**src/design/cdi_pkg.sv**
```systemverilog
package cdi_pkg;

    // field widths
    localparam int DAY_W   = 5;
    localparam int MONTH_W = 4;
    localparam int YEAR_W  = 14;
    localparam int WD_W    = 3;
    localparam int MASK_W  = 7;
    localparam int DOY_W   = 9;

    // shifted year (year + 400) and running weekday sum width
    localparam int Y_W   = 15;
    localparam int SUM_W = 15;

    // month codes
    localparam logic [MONTH_W-1:0] MONTH_JAN = 4'd1;
    localparam logic [MONTH_W-1:0] MONTH_FEB = 4'd2;
    localparam logic [MONTH_W-1:0] MONTH_DEC = 4'd12;

    // weekday codes
    localparam logic [WD_W-1:0] WD_SATURDAY = 3'd6;

    // year offset that keeps the weekday sum non-negative
    localparam logic [Y_W-1:0] YEAR_BIAS = 15'd400;

    // reciprocal of 100, exact for y below 2^15 with a shift of 21;
    // the same constant with a shift of 23 is exact for a divide by 400
    localparam logic [Y_W-1:0] RECIP_100 = 15'd20972;
    localparam int             SHIFT_100 = 21;
    localparam int             SHIFT_400 = 23;

    // odd-factor divisibility test by 25 through the modular inverse
    localparam logic [YEAR_W-1:0] INV_25       = 14'd7209;
    localparam logic [YEAR_W-1:0] DIV25_LIMIT  = 14'd655;

    // weekend mask after reset: friday and saturday
    localparam logic [MASK_W-1:0] MASK_RESET = 7'd96;

    // word passed from the decode stage to the finish stage
    typedef struct packed {
        logic [SUM_W-1:0]   partial;
        logic [7:0]         q100;
        logic [5:0]         q400;
        logic               leap;
        logic [DAY_W-1:0]   day;
        logic [MONTH_W-1:0] month;
    } mid_t;

    // days in each month of a common year
    function automatic logic [DAY_W-1:0] month_len(input logic [MONTH_W-1:0] month);
        logic [DAY_W-1:0] len;
        case (month)
            4'd1:    len = 5'd31;
            4'd2:    len = 5'd28;
            4'd3:    len = 5'd31;
            4'd4:    len = 5'd30;
            4'd5:    len = 5'd31;
            4'd6:    len = 5'd30;
            4'd7:    len = 5'd31;
            4'd8:    len = 5'd31;
            4'd9:    len = 5'd30;
            4'd10:   len = 5'd31;
            4'd11:   len = 5'd30;
            4'd12:   len = 5'd31;
            default: len = 5'd0;
        endcase
        return len;
    endfunction

    // days in the common year before the first of each month
    function automatic logic [DOY_W-1:0] days_before(input logic [MONTH_W-1:0] month);
        logic [DOY_W-1:0] cnt;
        case (month)
            4'd1:    cnt = 9'd0;
            4'd2:    cnt = 9'd31;
            4'd3:    cnt = 9'd59;
            4'd4:    cnt = 9'd90;
            4'd5:    cnt = 9'd120;
            4'd6:    cnt = 9'd151;
            4'd7:    cnt = 9'd181;
            4'd8:    cnt = 9'd212;
            4'd9:    cnt = 9'd243;
            4'd10:   cnt = 9'd273;
            4'd11:   cnt = 9'd304;
            4'd12:   cnt = 9'd334;
            default: cnt = 9'd0;
        endcase
        return cnt;
    endfunction

    // floor(31 * m / 12) where march is m = 1 and february is m = 12
    function automatic logic [DAY_W-1:0] month_term(input logic [MONTH_W-1:0] month);
        logic [DAY_W-1:0] term;
        case (month)
            4'd1:    term = 5'd28;
            4'd2:    term = 5'd31;
            4'd3:    term = 5'd2;
            4'd4:    term = 5'd5;
            4'd5:    term = 5'd7;
            4'd6:    term = 5'd10;
            4'd7:    term = 5'd12;
            4'd8:    term = 5'd15;
            4'd9:    term = 5'd18;
            4'd10:   term = 5'd20;
            4'd11:   term = 5'd23;
            4'd12:   term = 5'd25;
            default: term = 5'd0;
        endcase
        return term;
    endfunction

endpackage

```
**src/design/calendar_date_info_core.sv**
```systemverilog
// calendar date info core
//
// a date word (day_in, month_in, year_in) is taken at a rising edge where
// start is high and busy is low; busy is always low, so one date can be
// started every cycle and the block runs at one word per clock.
// each date gives exactly one result word on the output ports, marked by
// done for a single cycle. the date passes through the input register,
// the decode register (constant multiply for the century quotients and
// the leap test) and the result register (mod 7, month tables).
// the receiver cannot stall; results are never held and must be taken in
// the cycle done is high.
// weekend_mask is written through weekend_mask_we / weekend_mask_wdata at
// an edge with the enable high; the user must write it only while no date
// is in flight, as the block itself does not enforce this.
// reset (rst_n low, asynchronous) clears the pipeline valids, so no done
// strobe follows, and sets the weekend mask to friday and saturday.
// an invalid date returns date_valid low and all other fields zero.
module calendar_date_info_core
    import cdi_pkg::*;
(
    input  logic               clk,
    input  logic               rst_n,
    input  logic               start,
    output logic               busy,
    input  logic [DAY_W-1:0]   day_in,
    input  logic [MONTH_W-1:0] month_in,
    input  logic [YEAR_W-1:0]  year_in,
    input  logic               weekend_mask_we,
    input  logic [MASK_W-1:0]  weekend_mask_wdata,
    output logic               done,
    output logic [WD_W-1:0]    weekday,
    output logic               is_week_end_day,
    output logic               is_weekend,
    output logic               is_business_day,
    output logic [WD_W-1:0]    days_to_week_end,
    output logic [DAY_W-1:0]   days_to_month_end,
    output logic [DOY_W-1:0]   days_to_year_end,
    output logic               date_valid
);

    logic               accept;
    logic               in_valid_reg;
    logic [DAY_W-1:0]   day_reg;
    logic [MONTH_W-1:0] month_reg;
    logic [YEAR_W-1:0]  year_reg;
    logic [MASK_W-1:0]  weekend_mask_reg;
    logic               mid_valid;
    mid_t               mid;

    assign busy   = 1'b0;
    assign accept = start && !busy;

    // input valid and weekend mask
    always_ff @(posedge clk or negedge rst_n)
    begin
        if (!rst_n)
        begin
            in_valid_reg     <= 1'b0;
            weekend_mask_reg <= MASK_RESET;
        end
        else
        begin
            in_valid_reg <= accept;
            if (weekend_mask_we)
            begin
                weekend_mask_reg <= weekend_mask_wdata;
            end
        end
    end

    // input word
    always_ff @(posedge clk)
    begin
        if (accept)
        begin
            day_reg   <= day_in;
            month_reg <= month_in;
            year_reg  <= year_in;
        end
    end

    cdi_decode u_decode (
        .clk       (clk),
        .rst_n     (rst_n),
        .in_valid  (in_valid_reg),
        .day       (day_reg),
        .month     (month_reg),
        .year      (year_reg),
        .mid_valid (mid_valid),
        .mid       (mid)
    );

    cdi_finish u_finish (
        .clk               (clk),
        .rst_n             (rst_n),
        .mid_valid         (mid_valid),
        .mid               (mid),
        .weekend_mask      (weekend_mask_reg),
        .done              (done),
        .weekday           (weekday),
        .is_week_end_day   (is_week_end_day),
        .is_weekend        (is_weekend),
        .is_business_day   (is_business_day),
        .days_to_week_end  (days_to_week_end),
        .days_to_month_end (days_to_month_end),
        .days_to_year_end  (days_to_year_end),
        .date_valid        (date_valid)
    );

`ifndef SYNTHESIS
    // every accepted date gives its result once the input register valid has passed the decode and result registers
    a_done_latency: assert property (@(posedge clk) disable iff (!rst_n)
        done == $past(in_valid_reg, 2))
        else $error("result strobe does not follow accepted date");

    // invalid date returns a zero word
    a_invalid_zero: assert property (@(posedge clk) disable iff (!rst_n)
        (done && !date_valid) |-> (weekday == '0 && days_to_year_end == '0 &&
        days_to_month_end == '0 && !is_business_day && !is_weekend))
        else $error("invalid date with nonzero fields");

    // valid date fields agree with each other
    a_valid_fields: assert property (@(posedge clk) disable iff (!rst_n)
        (done && date_valid) |-> (days_to_week_end == WD_SATURDAY - weekday &&
        is_business_day != is_weekend && weekday <= WD_SATURDAY &&
        days_to_month_end != '0 && days_to_year_end != '0))
        else $error("inconsistent fields on valid date");

    // weekend flag follows the mask bit of the weekday
    a_mask_bit: assert property (@(posedge clk) disable iff (!rst_n)
        (done && date_valid) |-> (is_weekend == weekend_mask_reg[weekday]))
        else $error("weekend flag does not match mask");
`endif

endmodule

```
**src/design/cdi_decode.sv**
```systemverilog
module cdi_decode
    import cdi_pkg::*;
(
    input  logic               clk,
    input  logic               rst_n,
    input  logic               in_valid,
    input  logic [DAY_W-1:0]   day,
    input  logic [MONTH_W-1:0] month,
    input  logic [YEAR_W-1:0]  year,
    output logic               mid_valid,
    output mid_t               mid
);

    logic             jan_feb;
    logic [Y_W-1:0]   y_shift;
    logic [29:0]      recip_prod;
    logic [YEAR_W-1:0] mod25_prod;
    logic             div4;
    logic             div16;
    logic             div25;
    mid_t             mid_next;
    mid_t             mid_reg;
    logic             mid_valid_reg;

    // january and february count as months of the previous year
    assign jan_feb = (month == MONTH_JAN) || (month == MONTH_FEB);
    assign y_shift = Y_W'(year) + YEAR_BIAS - Y_W'(jan_feb);

    // one constant multiply gives both the century and 400-year quotients
    assign recip_prod = 30'(y_shift) * 30'(RECIP_100);

    // leap year test; divisible by 25 when year * inv(25) lands low
    assign mod25_prod = year * INV_25;
    assign div4       = (year[1:0] == 2'd0);
    assign div16      = (year[3:0] == 4'd0);
    assign div25      = (mod25_prod <= DIV25_LIMIT);

    always_comb
    begin
        mid_next.partial = SUM_W'(y_shift) + SUM_W'(y_shift[Y_W-1:2])
                         + SUM_W'(day) + SUM_W'(month_term(month));
        mid_next.q100    = recip_prod[SHIFT_100+7:SHIFT_100];
        mid_next.q400    = recip_prod[SHIFT_400+5:SHIFT_400];
        mid_next.leap    = div4 && (!div25 || div16);
        mid_next.day     = day;
        mid_next.month   = month;
    end

    // stage valid
    always_ff @(posedge clk or negedge rst_n)
    begin
        if (!rst_n)
        begin
            mid_valid_reg <= 1'b0;
        end
        else
        begin
            mid_valid_reg <= in_valid;
        end
    end

    // stage payload
    always_ff @(posedge clk)
    begin
        mid_reg <= mid_next;
    end

    assign mid_valid = mid_valid_reg;
    assign mid       = mid_reg;

endmodule

```
**src/design/cdi_finish.sv**
```systemverilog
module cdi_finish
    import cdi_pkg::*;
(
    input  logic               clk,
    input  logic               rst_n,
    input  logic               mid_valid,
    input  mid_t               mid,
    input  logic [MASK_W-1:0]  weekend_mask,
    output logic               done,
    output logic [WD_W-1:0]    weekday,
    output logic               is_week_end_day,
    output logic               is_weekend,
    output logic               is_business_day,
    output logic [WD_W-1:0]    days_to_week_end,
    output logic [DAY_W-1:0]   days_to_month_end,
    output logic [DOY_W-1:0]   days_to_year_end,
    output logic               date_valid
);

    logic [SUM_W-1:0]  wd_sum;
    logic [5:0]        fold1;
    logic [3:0]        fold2;
    logic [WD_W-1:0]   wd;
    logic [DAY_W-1:0]  mlen;
    logic              month_ok;
    logic              valid;
    logic              wkend;
    logic [DOY_W-1:0]  doy;
    logic [DOY_W-1:0]  ylen;

    logic              done_reg;
    logic [WD_W-1:0]   weekday_reg,          weekday_next;
    logic              is_week_end_day_reg,  is_week_end_day_next;
    logic              is_weekend_reg,       is_weekend_next;
    logic              is_business_day_reg,  is_business_day_next;
    logic [WD_W-1:0]   days_to_week_end_reg, days_to_week_end_next;
    logic [DAY_W-1:0]  days_to_month_end_reg, days_to_month_end_next;
    logic [DOY_W-1:0]  days_to_year_end_reg, days_to_year_end_next;
    logic              date_valid_reg,       date_valid_next;

    // weekday sum, always positive thanks to the year bias
    assign wd_sum = mid.partial - SUM_W'(mid.q100) + SUM_W'(mid.q400);

    // mod 7 by folding octal digits, since 8 is 1 mod 7
    assign fold1 = 6'(wd_sum[2:0]) + 6'(wd_sum[5:3]) + 6'(wd_sum[8:6])
                 + 6'(wd_sum[11:9]) + 6'(wd_sum[14:12]);
    assign fold2 = 4'(fold1[2:0]) + 4'(fold1[5:3]);
    assign wd    = (fold2 >= 4'd7) ? 3'(fold2 - 4'd7) : fold2[2:0];

    // month length and date check
    always_comb
    begin
        mlen = month_len(mid.month);
        if ((mid.month == MONTH_FEB) && mid.leap)
        begin
            mlen = 5'd29;
        end
    end

    assign month_ok = mid.month inside {[MONTH_JAN:MONTH_DEC]};
    assign valid    = month_ok && (mid.day != 5'd0) && (mid.day <= mlen);

    // day of year and year length
    assign doy  = days_before(mid.month) + DOY_W'(mid.day)
                + DOY_W'((mid.month > MONTH_FEB) && mid.leap);
    assign ylen = mid.leap ? 9'd366 : 9'd365;

    assign wkend = weekend_mask[wd];

    // result word, all zero for an invalid date
    always_comb
    begin
        weekday_next           = '0;
        is_week_end_day_next   = 1'b0;
        is_weekend_next        = 1'b0;
        is_business_day_next   = 1'b0;
        days_to_week_end_next  = '0;
        days_to_month_end_next = '0;
        days_to_year_end_next  = '0;
        date_valid_next        = 1'b0;
        if (valid)
        begin
            weekday_next           = wd;
            is_week_end_day_next   = (wd == WD_SATURDAY);
            is_weekend_next        = wkend;
            is_business_day_next   = !wkend;
            days_to_week_end_next  = WD_SATURDAY - wd;
            days_to_month_end_next = mlen - mid.day + 5'd1;
            days_to_year_end_next  = ylen - doy + 9'd1;
            date_valid_next        = 1'b1;
        end
    end

    // result strobe
    always_ff @(posedge clk or negedge rst_n)
    begin
        if (!rst_n)
        begin
            done_reg <= 1'b0;
        end
        else
        begin
            done_reg <= mid_valid;
        end
    end

    // result payload
    always_ff @(posedge clk)
    begin
        weekday_reg           <= weekday_next;
        is_week_end_day_reg   <= is_week_end_day_next;
        is_weekend_reg        <= is_weekend_next;
        is_business_day_reg   <= is_business_day_next;
        days_to_week_end_reg  <= days_to_week_end_next;
        days_to_month_end_reg <= days_to_month_end_next;
        days_to_year_end_reg  <= days_to_year_end_next;
        date_valid_reg        <= date_valid_next;
    end

    assign done              = done_reg;
    assign weekday           = weekday_reg;
    assign is_week_end_day   = is_week_end_day_reg;
    assign is_weekend        = is_weekend_reg;
    assign is_business_day   = is_business_day_reg;
    assign days_to_week_end  = days_to_week_end_reg;
    assign days_to_month_end = days_to_month_end_reg;
    assign days_to_year_end  = days_to_year_end_reg;
    assign date_valid        = date_valid_reg;

endmodule

```
**config.mk**
```make
export PLATFORM = sky130hd
export DESIGN_NAME = calendar_date_info_core
export DESIGN_NICKNAME = d
export VERILOG_FILES = /design/src/design/cdi_pkg.sv /design/src/design/calendar_date_info_core.sv /design/src/design/cdi_decode.sv /design/src/design/cdi_finish.sv
export SDC_FILE = /design/constraint.sdc
export NUM_CORES = 1
export LEC_CHECK = 0
export BUFFER_PORTS_ARGS = -buffer_cell sky130_fd_sc_hd__buf_4
export CAP_MARGIN = 20
export CORE_MARGIN = 1
export CORE_UTILIZATION = 25
export DETAILED_ROUTE_END_ITERATION = 10
export PLACE_DENSITY_LB_ADDON = 0.1
export SLEW_MARGIN = 20
export SYNTH_ARGS = -nofsm -noshare
export SYNTH_HDL_FRONTEND = slang
export SYNTH_SLANG_ARGS = --single-unit
```
**constraint.sdc**
```tcl
create_clock -name clk -period 22.6 [get_ports clk]
set_clock_uncertainty 0.15 [all_clocks]
set_input_delay 2.26 -clock clk [delete_from_list [all_inputs] [get_ports clk]]
set_output_delay 2.26 -clock clk [all_outputs]
set_load 0.05 [all_outputs]
```
# [After elaboration in Yosys (flattened, before gate mapping)]
# Memory sizes are Yosys's and may differ from the RTL's. A register that Yosys moved wholly into a read port is not among the register bits.
# Index checks and enable logic that the tools add are counted.
# Widths: inputs -> output; s select.
[op_classes] addsub=20 multipliers=2 n_lt_le_gt_ge=7 n_eq_ne=4 muxes=7 reduce_logical=13
[op_table] operator="$add 15x5->15" n=2
[op_table] operator="$mul 15x13->27 const B" n=1
[op_table] operator="$add 6x3->6" n=3
[op_table] operator="$add 14x9->15 const B" n=1
[op_table] operator="$add 15x13->15" n=1
[op_table] operator="$add 15x6->15" n=1
[op_table] operator="$sub 15x1->15" n=1
[op_table] operator="$sub 15x8->15" n=1
[op_table] operator="$le 14x10->1 const B" n=1
[op_table] operator="$mul 14x13->14 const B" n=1
[op_table] operator="$add 9x1->9" n=1
[op_table] operator="$add 9x1->9 const B" n=1
[op_table] operator="$add 9x5->9" n=1
[op_table] operator="$sub 9x9->9" n=1
[op_table] operator="$add 3x3->4" n=2
[op_table] operator="$eq 4x2->1 const B" n=2
[op_table] operator="$logic_and 1x1->1" n=6
[op_table] operator="$add 5x1->5 const B" n=1
[op_table] operator="$le 5x5->1" n=1
[op_table] operator="$mux 5" n=1
[op_table] operator="$reduce_bool 5->1" n=1
[op_table] operator="$sub 5x5->5" n=1
[op_table] operator="$eq 4x1->1 const B" n=1
[op_table] operator="$ge 4x1->1 const B" n=1
[op_table] operator="other kinds (16)" n=19
[word_totals] reg_bits=96 rom_bits=304 output_inout_bits=26 mem_count=3
[mem_list] name="(name not given)" depth=16 word_bits=9 rd=1 rd_ports_with_merged_regs=1 wr=0 line="cdi_pkg.sv:73" source="case (month)"
[mem_list] name="(name not given)" depth=16 word_bits=5 rd=1 rd_ports_with_merged_regs=1 wr=0 line="cdi_pkg.sv:94" source="case (month)"
[mem_list] name="(name not given)" depth=16 word_bits=5 rd=1 rd_ports_with_merged_regs=1 wr=0 line="cdi_pkg.sv:52" source="case (month)"

# [Depth between registers and ports, before layout]
[depth] ltp_word=12 mapped_depth=32 mapped_depth_nobuf=32

# [Hierarchy]
# From an unflattened synthesis, not the netlist that was laid out.
[hier_totals] hier_cells=1134 hier_area_um2=11115.7
[by_module_without_submodules] mod="cdi_decode" n_inst=1 cells_per_inst=700 area_per_inst_um2=6766.5 seq_area_each_um2=685.7
[by_module_without_submodules] mod="cdi_finish" n_inst=1 cells_per_inst=393 area_per_inst_um2=3328.2 seq_area_each_um2=485.5
[by_module_without_submodules] mod="calendar_date_info_core" n_inst=1 cells_per_inst=41 area_per_inst_um2=1021.0 seq_area_each_um2=893.4

# [Worst setup path before layout]
# OpenSTA, ideal clock, no wires.
[synth_timing] path_type="register -> register" startpoint="reg month_reg[2]" endpoint="reg u_decode.mid_reg, in the netlist u_decode.mid[23]" setup_ns=0.072 arrival_time_ns=7.487 required_ns=22.378 setup_slack_ns=14.891 path_stages_with_launch=33 n_path_buf=1 synth_period_minus_slack_ns=7.709 cell_sequence="edfxtp_1 > clkbuf_1 > nor2_1 > o21a_1 > ha_1 > inv_1 > ha_1 > fa_1 > nor2b_1 > o21ai_2 > a21boi_1 > o31a_1 > o31a_1 > o31a_1 > o211a_1 > or3_1 > fa_1 > inv_1 > ha_1 > fa_1 > fa_1 > inv_1 > fa_1 > inv_1 > ha_1 > nand4_1 > nor3_1 > o311ai_0 > and4_1 > nor3_1 > nor3_1 > xnor2_1 > xnor2_1"
[synth_rtl] element="start, declared" line="calendar_date_info_core.sv:44" source="logic [MONTH_W-1:0] month_reg;"
[synth_rtl] element="start signal, assigned" line="calendar_date_info_core.sv:77" source="month_reg <= month_in;"
[synth_rtl] element="end signal, assigned" line="cdi_decode.sv:65" source="mid_reg <= mid_next;"
[synth_rtl] element="end, declared" line="cdi_decode.sv:22" source="mid_t mid_reg;"

==> metrics.txt <==
outcome=complete, no violations; fin crit share=roughly 37%; Synth top area share=about 25%; setup TNS=0 ns; Ys Warns=0; reg2reg end=u_decode.mid[22]$_DFF_P_; post-CTS setup buffers=0; RD Place Congestion=approximately 0.75; initial antenna violation count=0; Yosys reg bits=about 110; crit-path leading delay family=adder cells; clock sink count=106; WL/cell=roughly 13 µm; cts repair resizes=0; number of max-cap violations=0; syn nets=roughly 1.5k; die height=214 µm; maximum clock frequency=between 0.1 and 0.15 GHz; stages on the worst setup path=31; vias=between 7k and 8k; fin. max-slew vios=0; total congestion overflow=0; Yosys cell types=58; unrepaired setup endpoints after global routing=false; clk_lat worst skew=a little under 0.4 ns; worst r2r src=month_reg[3]$_DFFE_PP_; Most common cell on crit path=fa_1; root buf cell=clkbuf_16; # DRC=0; Slew HR=slightly above 40%; core area=about 44,000 µm²; First DRT Iteration DRCs=207; final hold vios=0; chip width=214 µm; DRT Pass-1 Iters=5; CP max FO=22; Hold Startpoint=in_valid_reg$_DFF_PN0_; first-pass GRT wire length=just over 40 mm; # IOs=60; vias per cell=3.99; CTS tree=yes; Post-synth ARST share=9.43%; crit path DAT=about 8.6 ns; HPWL after DPL=about 21 mm; Detailed Route WL=about 24 mm; Worst setup EP type=register; vias in the first global route=between 7k and 8k; PortBufs=58; CTS Hold Buffers Added=0; largest net degree at the start of global routing=32; number of cells on the worst reg-to-reg path=31; HP Class=reg -> reg; row cnt=77; Hold Crit Depth=0; CTS clk-pin slew, worst paths=around 0.090 ns; minimum clock period after layout=around 8.4 ns; Layout Nets=~1.6k; largest cells by area after synthesis=ha_1, fa_1, dfxtp_1, inv_1, edfxtp_1; Max H-tree Level=3; Area Growth Syn to Fin=13.3%; Buf+Inv Stages, Crit Path=4; Total GRT Usage=11.4%; CP startpoint kind=register; Critical-path top delay cell=edfxtp_1; Worst path max stage delay=around 0.66 ns; # setup viols final=0; layout cell share with drive strength beyond 1=under 10%; Worst Tran Pin Value=just under 0.9 ns; Die ar.=roughly 46,000 µm²; cts bufs inserted=9; Clock Path Buffers=2; Post-synth EDFFs=23; syn avg cell area=roughly 9.8 µm²; hold endpoint=u_decode.mid_valid$_DFF_PN0_; Post-synth top cells=inv_1, ha_1, fa_1; Mapped Cells=approximately 1.1k; synthesized area=11,200 µm²; Final ANT Viol Nets=0; Ant. Diodes=0; WP data required=~23 ns; FF-to-FF setup slack=14.19 ns; post-synthesis sequential area ratio=between 20 and 25%; Starting Density=25.4%; Main synth FF type=dfxtp_1; post-synth top area cell=ha_1; worst setup path class=reg -> reg; count leader, synth=inv_1
[cells in the final DEF, fill, tap and decap left out, types with 8 or more instances in the layout]
| cell | netlist | final |
|---|---|---|
| a21oi_1 | 44 | 44 |
| nand3_1 | 14 | 14 |
| and2_1 | 9 | 9 |
| buf_4 | 2 | 62 |
| dfxtp_1 | 73 | 73 |
| nand2_1 | 32 | 32 |
| fa_1 | 113 | 113 |
| clkbuf_16 | 0 | 9 |
| nor2_1 | 44 | 44 |
| nor3_1 | 15 | 15 |
| nand4_1 | 8 | 8 |
| xnor2_1 | 51 | 51 |
| mux2_2 | 9 | 9 |
| mux2i_1 | 10 | 10 |
| o21ai_0 | 27 | 27 |
| ha_1 | 226 | 226 |
| nor2b_1 | 12 | 12 |
| a21o_1 | 18 | 18 |
| xor2_1 | 22 | 21 |
| edfxtp_1 | 23 | 23 |
| dfrtp_1 | 8 | 8 |
| inv_1 | 290 | 290 |
[layout make-up]
| type | count | area [µm²] |
|---|---|---|
| clock buffers | 9 | 225 |
| clock inverters | 7 | 91.3 |
| fillers | 4791 | 31600 |
| inverters | 291 | 1090 |
| multi-input cells | 737 | 7710 |
| flip-flops and latches | 106 | 2400 |
| well taps | 592 | 741 |
| repair buffers | 62 | 465 |
[per-stage QoR]
| step | cell area (µm²) | util, % | worst slack, ns | instances | hold slack (ns) |
|---|---|---|---|---|---|
| 6_report | 12700 | 28.7 | 14.19 | 1804 | 0.200 |
| 3_5_place_dp | 12400 | 28.0 | 14.15 | 1788 | 0.189 |
| 4_1_cts | 12700 | 28.7 | 14.13 | 1804 | 0.201 |
| 3_3_place_gp | 12400 | 28.0 | 14.23 | 1788 | 0.183 |
| 2_1_floorplan | 11200 | - | 14.89 | 1142 | 0.181 |
| 5_1_grt | 12700 | 28.7 | 13.55 | 1804 | 0.215 |
[how the worst max path moves through the flow]
stage / slack (ns) / end / start
after floorplan: 14.89 / u_decode.mid[23]$_DFF_P_ / month_reg[2]$_DFFE_PP_
after global placement: 14.23 / u_decode.mid[22]$_DFF_P_ / month_reg[1]$_DFFE_PP_
after detailed placement: 14.15 / u_decode.mid[22]$_DFF_P_ / month_reg[3]$_DFFE_PP_
after CTS: 14.13 / u_decode.mid[22]$_DFF_P_ / month_reg[3]$_DFFE_PP_
after global routing: 13.55 / u_decode.mid[22]$_DFF_P_ / month_reg[3]$_DFFE_PP_
final: 14.19 / u_decode.mid[22]$_DFF_P_ / month_reg[3]$_DFFE_PP_
[layer usage]
layer | wire [µm] | GRT usage (%) | vias up
met5 | 0 | 0 | -
met4 | 247 | 2.69 | 0
met3 | 681 | 2.46 | 12
met2 | 10900 | 18.2 | 63
met1 | 12200 | 15.5 | 3344
li1 | - | - | 3784
[cells by family (layout without fill, tap and decap cells)]
logic type      Yosys count  count (layout)  share of synthesized area, %
flops                   106             106                          21.4
other cells               1               1                        0.0334
mux                      21              21                          2.09
xor+xnor                 75              75                          6.15
buf+inv                 299             369                          10.1
fa+ha+maj               339             339                          45.3
compound gates          142             142                          8.05
simple gates            159             159                          6.91
Power is not shown: default switching activity piles up to over one toggle a cycle in this logic, so the estimate is an artifact.
